## src/hdl/ffp_pkg.sv

```systemverilog
// ----------------------------------------------------------------------------
// ffp_pkg: shared types and constants of the frame fragment packetizer
// Holds header flag codes, config register indexes and the queue entry type.
// ----------------------------------------------------------------------------
package ffp_pkg;

	localparam int unsigned HEADER_BYTES = 8;

	localparam logic [15:0] MAX_PAYLOAD_RST = 16'd1452;
	localparam logic [7:0]  PACKET_TYPE_RST = 8'h00;

	// header flag codes (byte 2 of the header)
	localparam logic [1:0] FLAG_FIRST  = 2'd0;
	localparam logic [1:0] FLAG_MIDDLE = 2'd1;
	localparam logic [1:0] FLAG_LAST   = 2'd2;
	localparam logic [1:0] FLAG_SINGLE = 2'd3;

	// configuration register indexes
	localparam logic [7:0] REG_MAX_PAYLOAD = 8'd0;
	localparam logic [7:0] REG_PACKET_TYPE = 8'd1;

	// one classified payload byte, handed from front to back
	typedef struct packed {
		logic [7:0]  data;
		logic        hdr;
		logic [1:0]  flag;
		logic [15:0] seq;
		logic [7:0]  ptype;
		logic [31:0] size;
		logic        pend;
	} ffp_entry_t;

	typedef struct packed {
		logic full;
		logic empty;
	} ffp_qstat_t;

endpackage

```

## src/hdl/ffp_front.sv

```systemverilog
// ----------------------------------------------------------------------------
// ffp_front: input side of the packetizer
// Tracks frame and packet position, classifies each byte and queues it.
// ----------------------------------------------------------------------------
module ffp_front (
	input  logic               clk,
	input  logic               arst_n,
	input  logic               in_valid,
	output logic               in_ready,
	input  logic [7:0]         data_byte,
	input  logic [31:0]        frame_size,
	input  logic [15:0]        max_payload,
	input  logic [7:0]         packet_type,
	input  logic               q_ready,
	output logic               q_push,
	output ffp_pkg::ffp_entry_t q_entry
);
	import ffp_pkg::*;

	logic [15:0] next_seq_q;
	logic [15:0] frame_seq_q;
	logic [31:0] rem_q;
	logic [31:0] size_q;
	logic [15:0] fill_q;

	logic        first;
	logic        drop;
	logic        take;
	logic [15:0] maxp;
	logic [31:0] cur_rem;
	logic [31:0] cur_size;
	logic [15:0] fill_n;
	logic        fits;

	assign in_ready = q_ready;
	assign take     = in_valid && in_ready;

	assign maxp     = (max_payload == 16'd0) ? 16'd1 : max_payload;
	assign first    = (rem_q == 32'd0);
	assign drop     = first && (frame_size == 32'd0);
	assign cur_rem  = first ? frame_size : rem_q;
	assign cur_size = first ? frame_size : size_q;
	assign fill_n   = (first ? 16'd0 : fill_q) + 16'd1;
	assign fits     = (cur_rem <= {16'd0, maxp});

	always_comb begin
		q_entry.data  = data_byte;
		q_entry.hdr   = first || (fill_q == 16'd0);
		if (fits) begin
			q_entry.flag = first ? FLAG_SINGLE : FLAG_LAST;
		end else begin
			q_entry.flag = first ? FLAG_FIRST : FLAG_MIDDLE;
		end
		q_entry.seq   = first ? next_seq_q : frame_seq_q;
		q_entry.ptype = packet_type;
		q_entry.size  = cur_size;
		q_entry.pend  = (fill_n >= maxp) || (cur_rem == 32'd1);
	end

	assign q_push = take && !drop;

	always_ff @(posedge clk or negedge arst_n) begin
		if (!arst_n) begin
			next_seq_q  <= '0;
			frame_seq_q <= '0;
			rem_q       <= '0;
			size_q      <= '0;
			fill_q      <= '0;
		end else if (q_push) begin
			rem_q  <= cur_rem - 32'd1;
			size_q <= cur_size;
			fill_q <= q_entry.pend ? 16'd0 : fill_n;
			if (first) begin
				frame_seq_q <= next_seq_q;
				next_seq_q  <= next_seq_q + 16'd1;
			end
		end
	end

endmodule

```

## src/hdl/ffp_queue.sv

```systemverilog
// ----------------------------------------------------------------------------
// ffp_queue: short FIFO between front and back
// Register-based, one push and one pop per cycle.
// ----------------------------------------------------------------------------
module ffp_queue #(
	parameter int unsigned DEPTH = 4
) (
	input  logic                clk,
	input  logic                arst_n,
	input  logic                push,
	input  ffp_pkg::ffp_entry_t push_entry,
	output logic                push_ready,
	input  logic                pop,
	output logic                head_valid,
	output ffp_pkg::ffp_entry_t head_entry,
	output ffp_pkg::ffp_qstat_t stat
);
	import ffp_pkg::*;

	localparam int unsigned PW = (DEPTH > 1) ? $clog2(DEPTH) : 1;
	localparam int unsigned CW = $clog2(DEPTH + 1);

	ffp_entry_t     mem_q [DEPTH];
	logic [PW-1:0]  wr_ptr_q;
	logic [PW-1:0]  rd_ptr_q;
	logic [CW-1:0]  count_q;
	logic           do_push;
	logic           do_pop;

	assign stat.full   = (count_q == CW'(DEPTH));
	assign stat.empty  = (count_q == '0);
	assign push_ready  = !stat.full;
	assign head_valid  = !stat.empty;
	assign head_entry  = mem_q[rd_ptr_q];
	assign do_push     = push && push_ready;
	assign do_pop      = pop && head_valid;

	always_ff @(posedge clk) begin
		if (do_push) begin
			mem_q[wr_ptr_q] <= push_entry;
		end
	end

	always_ff @(posedge clk or negedge arst_n) begin
		if (!arst_n) begin
			wr_ptr_q <= '0;
			rd_ptr_q <= '0;
			count_q  <= '0;
		end else begin
			if (do_push) begin
				wr_ptr_q <= (wr_ptr_q == PW'(DEPTH - 1)) ? '0 : wr_ptr_q + 1'b1;
			end
			if (do_pop) begin
				rd_ptr_q <= (rd_ptr_q == PW'(DEPTH - 1)) ? '0 : rd_ptr_q + 1'b1;
			end
			if (do_push && !do_pop) begin
				count_q <= count_q + 1'b1;
			end else if (do_pop && !do_push) begin
				count_q <= count_q - 1'b1;
			end
		end
	end

endmodule

```

## src/hdl/ffp_back.sv

```systemverilog
// ----------------------------------------------------------------------------
// ffp_back: output side of the packetizer
// Expands queued bytes into header bytes plus payload into an output register.
// ----------------------------------------------------------------------------
module ffp_back (
	input  logic                clk,
	input  logic                arst_n,
	input  logic                head_valid,
	input  ffp_pkg::ffp_entry_t head_entry,
	output logic                pop,
	output logic                out_valid,
	input  logic                out_ready,
	output logic [7:0]          out_byte,
	output logic                is_header,
	output logic                packet_end,
	output logic                run_last
);
	import ffp_pkg::*;

	logic       valid_q;
	logic [7:0] byte_q;
	logic       hdr_q;
	logic       pend_q;
	logic       last_q;
	logic [2:0] cnt_q;
	logic       hdr_done_q;

	logic       load;
	logic       hdr_phase;
	logic [7:0] hbyte;

	assign load      = head_valid && (!valid_q || out_ready);
	assign hdr_phase = head_entry.hdr && !hdr_done_q;
	assign pop       = load && !hdr_phase;

	always_comb begin
		case (cnt_q)
			3'd0:    hbyte = head_entry.seq[15:8];
			3'd1:    hbyte = head_entry.seq[7:0];
			3'd2:    hbyte = {6'd0, head_entry.flag};
			3'd3:    hbyte = head_entry.ptype;
			3'd4:    hbyte = head_entry.size[31:24];
			3'd5:    hbyte = head_entry.size[23:16];
			3'd6:    hbyte = head_entry.size[15:8];
			default: hbyte = head_entry.size[7:0];
		endcase
	end

	always_ff @(posedge clk or negedge arst_n) begin
		if (!arst_n) begin
			valid_q    <= 1'b0;
			cnt_q      <= '0;
			hdr_done_q <= 1'b0;
		end else begin
			if (load) begin
				valid_q <= 1'b1;
			end else if (out_ready) begin
				valid_q <= 1'b0;
			end
			if (load) begin
				if (hdr_phase) begin
					cnt_q <= cnt_q + 3'd1;
					if (cnt_q == 3'(HEADER_BYTES - 1)) begin
						hdr_done_q <= 1'b1;
					end
				end else begin
					cnt_q      <= '0;
					hdr_done_q <= 1'b0;
				end
			end
		end
	end

	always_ff @(posedge clk) begin
		if (load) begin
			byte_q <= hdr_phase ? hbyte : head_entry.data;
			hdr_q  <= hdr_phase;
			pend_q <= !hdr_phase && head_entry.pend;
			last_q <= !hdr_phase;
		end
	end

	assign out_valid  = valid_q;
	assign out_byte   = byte_q;
	assign is_header  = hdr_q;
	assign packet_end = pend_q;
	assign run_last   = last_q;

endmodule

```

## src/hdl/frame_fragment_packetizer.sv

```systemverilog
// ----------------------------------------------------------------------------
// frame_fragment_packetizer: cuts frames into headed packets
// Streams frame bytes in and packet bytes (8-byte header plus payload) out.
// ----------------------------------------------------------------------------
// Usage:
//   Input channel (in_valid/in_ready) carries one payload byte per item with
//   the frame's total size; the size is sampled only on a frame's first byte.
//   A first byte with size zero is taken and dropped.
//   Output channel (out_valid/out_ready) carries one packet byte per item,
//   with is_header, packet_end and run_last marks.
//   Config channel (cfg_valid/cfg_ready) writes max_payload (index 0) and
//   packet_type (index 1); it is always ready. Write it only while idle.
// Timing:
//   An accepted byte goes through the queue and then the output register;
//   a byte that opens a packet follows eight header bytes on the output.
//   The output port sets the rate: one item per cycle while out_ready is
//   high and the queue holds bytes. The input takes bytes back to back
//   until the front/back queue (QUEUE_DEPTH) fills.
// Reset:
//   Clears the sequence counter, frame position and queue; config returns to
//   max_payload 1452, packet_type 0.
// Stall:
//   When out_ready is low the output register holds; the queue absorbs
//   incoming bytes and then in_ready drops.
// ----------------------------------------------------------------------------
module frame_fragment_packetizer #(
	parameter int unsigned QUEUE_DEPTH = 4
) (
	input  logic        clk,
	input  logic        arst_n,
	input  logic        in_valid,
	output logic        in_ready,
	input  logic [7:0]  data_byte,
	input  logic [31:0] frame_size,
	output logic        out_valid,
	input  logic        out_ready,
	output logic [7:0]  out_byte,
	output logic        is_header,
	output logic        packet_end,
	output logic        run_last,
	input  logic        cfg_valid,
	output logic        cfg_ready,
	input  logic [7:0]  cfg_index,
	input  logic [15:0] cfg_data
);
	import ffp_pkg::*;

	logic [15:0] max_payload_q;
	logic [7:0]  packet_type_q;

	logic        q_push;
	logic        q_ready;
	ffp_entry_t  q_in;
	logic        q_pop;
	logic        q_head_valid;
	ffp_entry_t  q_head;
	ffp_qstat_t  q_stat;

	// config registers: always ready, decode by index, ignore unknown indexes
	assign cfg_ready = 1'b1;

	always_ff @(posedge clk or negedge arst_n) begin
		if (!arst_n) begin
			max_payload_q <= MAX_PAYLOAD_RST;
			packet_type_q <= PACKET_TYPE_RST;
		end else if (cfg_valid && cfg_ready) begin
			unique case (cfg_index)
				REG_MAX_PAYLOAD: max_payload_q <= cfg_data;
				REG_PACKET_TYPE: packet_type_q <= cfg_data[7:0];
				default: ;
			endcase
		end
	end

	// front: track frame position, classify byte, push to queue
	ffp_front u_front (
		.clk         (clk),
		.arst_n      (arst_n),
		.in_valid    (in_valid),
		.in_ready    (in_ready),
		.data_byte   (data_byte),
		.frame_size  (frame_size),
		.max_payload (max_payload_q),
		.packet_type (packet_type_q),
		.q_ready     (q_ready),
		.q_push      (q_push),
		.q_entry     (q_in)
	);

	// queue: decouple front from back so each stalls on its own
	ffp_queue #(
		.DEPTH (QUEUE_DEPTH)
	) u_queue (
		.clk        (clk),
		.arst_n     (arst_n),
		.push       (q_push),
		.push_entry (q_in),
		.push_ready (q_ready),
		.pop        (q_pop),
		.head_valid (q_head_valid),
		.head_entry (q_head),
		.stat       (q_stat)
	);

	// back: emit header bytes when due, then the payload byte
	ffp_back u_back (
		.clk        (clk),
		.arst_n     (arst_n),
		.head_valid (q_head_valid),
		.head_entry (q_head),
		.pop        (q_pop),
		.out_valid  (out_valid),
		.out_ready  (out_ready),
		.out_byte   (out_byte),
		.is_header  (is_header),
		.packet_end (packet_end),
		.run_last   (run_last)
	);

	// header bytes never close an item or a packet
	a_hdr_not_last: assert property (@(posedge clk) disable iff (!arst_n)
		out_valid && is_header |-> !run_last && !packet_end)
		else $error("header byte marked as last or packet end");

	// a full queue must back-pressure the input
	a_full_stalls: assert property (@(posedge clk) disable iff (!arst_n)
		q_stat.full |-> !in_ready)
		else $error("input ready while queue full");

	// the back never pops an empty queue
	a_pop_nonempty: assert property (@(posedge clk) disable iff (!arst_n)
		q_pop |-> !q_stat.empty)
		else $error("pop from empty queue");

	// a packet-opening byte is popped only when the queue head was already valid before it
	a_header_before_open: assert property (@(posedge clk) disable iff (!arst_n)
		q_pop && q_head.hdr |-> $past(q_head_valid))
		else $error("packet opened without header phase");

endmodule

```

## config.mk

```make
export PLATFORM = sky130hd
export DESIGN_NAME = frame_fragment_packetizer
export DESIGN_NICKNAME = d
export VERILOG_FILES = /design/src/hdl/ffp_pkg.sv /design/src/hdl/ffp_front.sv /design/src/hdl/ffp_queue.sv /design/src/hdl/ffp_back.sv /design/src/hdl/frame_fragment_packetizer.sv
export SDC_FILE = /design/constraint.sdc
export NUM_CORES = 1
export LEC_CHECK = 0
export ABC_AREA = 1
export BUFFER_PORTS_ARGS = -buffer_cell sky130_fd_sc_hd__buf_2
export CELL_PAD_IN_SITES_DETAIL_PLACEMENT = 0
export CELL_PAD_IN_SITES_GLOBAL_PLACEMENT = 1
export CORE_MARGIN = 2
export CORE_UTILIZATION = 43
export CTS_CLUSTER_DIAMETER = 100
export CTS_CLUSTER_SIZE = 24
export DETAILED_ROUTE_END_ITERATION = 10
export MAX_ROUTING_LAYER = met4
export PLACE_DENSITY_LB_ADDON = 0.1
export SETUP_SLACK_MARGIN = 0.1
export SKIP_LAST_GASP = 1
export SLEW_MARGIN = 20
export SYNTH_ARGS = -nofsm -noshare
export SYNTH_HDL_FRONTEND = slang
export SYNTH_HIERARCHICAL = 1
export SYNTH_SLANG_ARGS = --single-unit
```

## constraint.sdc

```tcl
create_clock -name clk -period 7.77 [get_ports clk]
set_clock_uncertainty 0.15 [all_clocks]
set_input_delay 1.554 -clock clk [delete_from_list [all_inputs] [get_ports clk]]
set_output_delay 1.554 -clock clk [all_outputs]
set_load 0.02 [all_outputs]
```

==> results of run 1 <==
[worst min-delay path: cells and delay by family, from the launching register on]
| kind | cells | cell delay (ps) |
|---|---|---|
| simple gates | 2 | 100 |
| flops | 1 | 390 |
[final cells by class]
| class | count | area share |
|---|---|---|
| Sequential cell | 431 | 0.5297 |
| Inverter | 346 | 0.05643 |
| Multi-Input combinational cell | 1518 | 0.3240 |
| Timing Repair Buffer | 97 | 0.02339 |
| Clock inverter | 5 | 0.002821 |
| Clock buffer | 36 | 0.02708 |
| Tap cell | 672 | 0.03646 |
| Antenna cell | 1 | 0.0001085 |
[registers in the layout (all words and copies together) (netlist names)]
signal,cells
max_payload_q,16
packet_type_q,8
u_back/cnt_q,3
u_back/hdr_done_q,1
u_back/is_header,1
u_back/out_byte,8
u_back/out_valid,1
u_back/packet_end,1
u_back/run_last,1
u_front/fill_q,16
u_front/frame_seq_q,16
u_front/next_seq_q,16
u_front/rem_q,32
u_front/size_q,32
u_queue/count_q,3
u_queue/mem_q,272
u_queue/rd_ptr_q,2
u_queue/wr_ptr_q,2
[stage by stage]
stage | setup slack (ps) | power (mW)
after floorplan | 1557 | 5.975
after global placement | 2971 | 6.942
after detailed placement | 2923 | 6.978
after CTS | 3040 | 8.325
after global routing | 2625 | 8.897
final | 2995 | 8.233
[cell usage in the layout (no fill, tap or decap), drive strengths merged, types with 3 or more instances in the layout]
cell / n
a21oi: 32
buf: 97
clkbuf: 36
clkinv: 4
dfrtp: 142
dfstp: 6
edfxtp: 283
ha: 48
inv: 347
nand2: 757
nand3: 122
nand3b: 3
nand4: 15
nor2: 196
nor3: 8
nor4: 11
o211ai: 137
o21ai: 152
o22ai: 6
xnor2: 16
xor2: 7
[power breakdown]
group / total, mW / internal [mW] / switching [mW]
sequential: 3.52 / 3.26 / 0.256
combinational: 3.38 / 0.928 / 2.46
clock: 1.33 / 0.575 / 0.758
total: 8.23 / 4.76 / 3.47
[final timing paths]
| check | slack, ps | depth (start not counted) | to | start |
|---|---|---|---|---|
| hold reg to reg | 330 | 2 | max_payload_q[5]$_DFFE_PN1P_ | max_payload_q[5]$_DFFE_PN1P_ |
| hold / removal | 330 | 2 | max_payload_q[5]$_DFFE_PN1P_ | max_payload_q[5]$_DFFE_PN1P_ |
| min in group asynchronous | 780 | 1 | u_front/rem_q[18]$_DFFE_PN0P_ | arst_n |
| setup reg to reg | 3000 | 19 | u_queue/mem_q[1][57]$_DFFE_PP_ | u_front/rem_q[26]$_DFFE_PN0P_ |
| max in group asynchronous | 5520 | 2 | u_front/frame_seq_q[1]$_DFFE_PN0P_ | arst_n |
| setup / recovery | 3000 | 19 | u_queue/mem_q[1][57]$_DFFE_PP_ | u_front/rem_q[26]$_DFFE_PN0P_ |
[layer usage]
layer | GRT usage | vias up | share of wire
li1 | - | 7851 | -
met1 | 0.3022 | 7401 | 0.48
met2 | 0.3470 | 261 | 0.46
met3 | 0.02483 | 71 | 0.039
met4 | 0.06230 | 0 | 0.029
met5 | - | - | 0
==> results.sh, run 1 <==
export IMPL_status="finished clean"
export IMPL_die_x_um=228.4
export IMPL_fin_util=0.4615
export IMPL_cts_sink_count=431
export IMPL_place_congestion=0.9331
export IMPL_clk_pin_slew_ps=90
export IMPL_grt_max_degree=117
export IMPL_die_height_um=228.4
export IMPL_ir_worst_vdd_uv=145.0
export IMPL_powerDensity_nw_per_um2=357.0
export IMPL_critPathTopFamily="simple AND/OR/NAND/NOR gates"
export IMPL_vias=15580
export IMPL_synth_nets=2530
export IMPL_hp_class="reg2reg"
export IMPL_fin_nets=2535
export IMPL_routedWlPerCell_um=17.84
export IMPL_htreeDepth=1
export IMPL_yosys_warnings=6
export IMPL_cts_hold_buf=0
export IMPL_first_global_vias=15070
export IMPL_fin_cells=3106
export IMPL_maxSlewHeadroom=0.2659
export IMPL_slew_viol_final=0
export IMPL_die_area_um2=52180
export IMPL_whs_ps=328.3
export IMPL_synth_cells=2412
export IMPL_final_cell_area_um2=23060
export IMPL_drc=0
export IMPL_critPathKind="reg2reg"
export IMPL_routed_wl_mm=55.42
export IMPL_fin_crit_ps=4775
export IMPL_track_usage=0.2200
export IMPL_portBuffers=81
export IMPL_cts_tree="yes"
export IMPL_critPathBufInv=2
export IMPL_crit_chain="nor2_1, nand2_1, nor2_1, nand2_1, nor2_4, buf_4, buf_4, nand2_1, nand2_1, ha_1, nand2_1, nor2_1, nand2_1, o211ai_1, nand2_1, o2111ai_1, nand2_1, nand3_1, xor2_1"
export IMPL_finalHoldViolCount=0
export IMPL_firstDrtPassIters=5
export IMPL_ant_nets=0
export IMPL_cts_made_buffers=23
export IMPL_antenna_found_initial=0
export IMPL_clk_latency_ps=570
export IMPL_n_fill_cell=4862
export IMPL_setup_viol=0
export IMPL_dp_cells=3064
export IMPL_pin_count=83
export IMPL_drt_iter0_markers=1122
export IMPL_fin_setup_tns_ps=0
export IMPL_grt_ovfl_total=0
export IMPL_post_route_period_util=0.6145
export IMPL_initial_utilization=0.4335
export IMPL_postPlaceCellArea_um2=22360
export IMPL_clockBufferDepth=3
export IMPL_core_area_um2=49970
export IMPL_dp_hpwl_mm=38.17
export IMPL_netlist_area_um2=21660
export IMPL_worstSetupStartpointType="flop"
export IMPL_rsz0062_at_grt="no"
export IMPL_crit_top_cell="nand2_1"
export IMPL_cpPeakStageDelay_ps=670
export IMPL_area_delta_synth_final_pct=6.464
export IMPL_regArea_um2=12210
export IMPL_multi_input_area_um2=7472
export IMPL_grt_pass1_wl_mm=86.78
export IMPL_required_ps=7910
export IMPL_tightestPinTransition_ps=1090
export IMPL_worstSetupEndpointType="flop"
export IMPL_postCtsSetupBuffers=0
export IMPL_leakage_nw=10.19
export IMPL_post_cts_resized=0
export IMPL_via_per_inst=5.017
export IMPL_rows=82
export IMPL_cp_max_fo=68
export IMPL_root_buffer="clkbuf_16"
export IMPL_drive_gt1_frac=0.07357
export IMPL_syn_mean_instance_area_um2=8.980
export IMPL_max_cap_viol_count=0
export IMPL_worstPathArrival_ps=4910
export IMPL_slowest_stage="buf_4"
export IMPL_max_clock_freq_mhz=209.4
Power figures use the tool's default switching activity.
==> run 2: changes to the inputs <==
==> constraint.sdc (replaced) <==
create_clock -name clk -period 4.9 [get_ports clk]
set_clock_uncertainty 0.15 [all_clocks]
set_input_delay 0.98 -clock clk [delete_from_list [all_inputs] [get_ports clk]]
set_output_delay 0.98 -clock clk [all_outputs]
set_load 0.02 [all_outputs]
==> run 2 against run 1 <==
  * Die area unchanged
  * Critical path depth is 10 higher
  * Largest power group unchanged
  * Critical path type unchanged
  * Total power rose by 59%
==> results.sh, run 2 (synthesis gave the netlist of run 1 again) <==
export IMPL_finalHoldViolCount=0
export IMPL_cts_sink_count=431
export IMPL_maxSlewHeadroom=0.3656
export IMPL_insertedDiodeCount=0
export IMPL_firstDrtPassIters=6
export IMPL_drt_iter0_markers=1084
export IMPL_vias=15600
export IMPL_first_global_vias=15080
export IMPL_max_clock_freq_mhz=238.7
export IMPL_cpPeakStageDelay_ps=410
export IMPL_core_area_um2=49970
export IMPL_grt_ovfl_total=0
export IMPL_die_area_um2=52180
export IMPL_area_delta_synth_final_pct=7.048
export IMPL_post_route_period_util=0.8549
export IMPL_r2r_start="u_front/rem_q[22]$_DFFE_PN0P_"
export IMPL_crit_start="u_front/rem_q[22]$_DFFE_PN0P_"
export IMPL_slowest_stage="dfrtp_1"
export IMPL_tightestPinTransition_ps=951.6
export IMPL_hp_class="in2async"
export IMPL_final_common_cell="nand2_1"
export IMPL_post_cts_resized=0
export IMPL_worstSetupStartpointType="flop"
export IMPL_rows=82
export IMPL_place_congestion=0.9005
export IMPL_reg2regPathDepth=29
export IMPL_final_cell_mix="749 x nand2_1, 340 x inv_1, 283 x edfxtp_1, 172 x nor2_1, 140 x dfrtp_1"
export IMPL_reg2reg_to="u_front/fill_q[11]$_DFFE_PN0P_"
export IMPL_via_per_inst=5.011
export IMPL_met2_length_mm=26.16
export IMPL_drive_gt1_frac=0.07582
export IMPL_dp_cells=3068
export IMPL_fin_util=0.4640
export IMPL_leakage_nw=10.24
export IMPL_slew_viol_final=0
export IMPL_worstPathArrival_ps=4540
export IMPL_fin_nets=2541
export IMPL_routedWlPerCell_um=17.92
export IMPL_ir_worst_vdd_uv=279.3
export IMPL_htreeDepth=1
export IMPL_setup_worst_path_end="u_front/fill_q[11]$_DFFE_PN0P_"
export IMPL_cts_tree="yes"
export IMPL_portBuffers=81
export IMPL_die_x_um=228.4
export IMPL_crit_top_cell="nand2_1"
export IMPL_highest_layer="met4"
export IMPL_largest_reg_flops=272
export IMPL_clk_pin_slew_ps=100
export IMPL_cts_hold_buf=0
export IMPL_grt_pass1_wl_mm=87.37
export IMPL_cts_made_buffers=23
export IMPL_worst_r2r_setup_slack_ps=710
export IMPL_initial_utilization=0.4335
export IMPL_status="finished clean"
export IMPL_setup_viol=0
export IMPL_critPathKind="reg2reg"
export IMPL_clockBufferDepth=3
export IMPL_dp_hpwl_mm=38.27
export IMPL_drc=0
export IMPL_powerDensity_nw_per_um2=563.7
export IMPL_pin_count=83
export IMPL_worstSetupEndpointType="flop"
export IMPL_reg_largest_list="u_queue/mem_q: 272 flops, u_front/rem_q: 32 flops, u_front/size_q: 32 flops"
export IMPL_root_buffer="clkbuf_16"
export IMPL_postCtsSetupBuffers=0
export IMPL_postPlaceCellArea_um2=22440
export IMPL_cp_max_fo=17
export IMPL_ant_nets=0
export IMPL_final_cell_area_um2=23190
export IMPL_max_cap_viol_count=0
export IMPL_fin_cells=3112
export IMPL_track_usage=0.2211
export IMPL_antenna_found_initial=0
export IMPL_met1_length_mm=26.83
export IMPL_clk_latency_ps=580
export IMPL_die_height_um=228.4
export IMPL_grt_max_degree=146
export IMPL_required_ps=5250
export IMPL_largest_register="u_queue/mem_q"
export IMPL_route_met3_wl_mm=1.721
export IMPL_routed_wl_mm=55.75
export IMPL_fin_crit_ps=4189
export IMPL_rsz0062_at_grt="no"
[run 2: cell types whose count changed in the layout (fill, tap and decap cells not counted), moves of 2 or more]
cell    delta
buf_6      -2
inv_6      +2
buf_12     +5
buf_4      +2
[run 2: worst min path at each step]
stage                                          endpoint  slack (ps)  depth (start not counted)
after floorplan            packet_type_q[0]$_DFFE_PN0P_         290                          2
after global placement     max_payload_q[8]$_DFFE_PN1P_         320                          2
after detailed placement   max_payload_q[5]$_DFFE_PN1P_         320                          2
after CTS                  max_payload_q[5]$_DFFE_PN1P_         330                          2
after global routing       max_payload_q[2]$_DFFE_PN1P_         350                          2
final                     u_front/rem_q[17]$_DFFE_PN0P_         300                          1
[run 2: layout make-up]
cell class	count	area, um^2
fillers	4894	26780
inverters	346	1301
flip-flops and latches	431	12210
well taps	672	840.8
clock inverters	5	70.07
repair buffers	103	659.4
multi-input cells	1518	7472
clock buffers	37	628.1
[run 2: report_power, final]
part,internal [mW],switching [mW]
logic,1.51,3.85
clock network,0.921,1.22
registers,5.16,0.406
total,7.60,5.47
[run 2: per-stage QoR]
stage / hold slack (ps) / power [mW] / setup TNS, ps / worst slack (ps)
3_5_place_dp: 317.1 / 11.05 / 0 / 697.9
4_1_cts: 332.7 / 13.19 / 0 / 704.0
6_report: 296.8 / 13.07 / 0 / 710.8
5_1_grt: 349.8 / 14.09 / 0 / 129.3
2_1_floorplan: 293.1 / 9.475 / -200970 / -738.9
3_3_place_gp: 316.6 / 10.96 / 0 / 681.4
[run 2: worst max-delay path, delay by kind of cell (launching register included)]
family | cells | cell delay [ps]
AO/OA/AOI/OAI | 2 | 130
adder cells (fa/ha/maj) | 2 | 520
buffers and inverters | 6 | 390
flip-flops | 1 | 410
AND/OR/NAND/NOR | 19 | 2510
[run 2: routing by layer]
metal / vias up / global-route usage
li1: 7859 / -
met1: 7427 / 0.3078
met2: 250 / 0.3583
met3: 59 / 0.01534
met4: 0 / 0.04718
met5: - / -
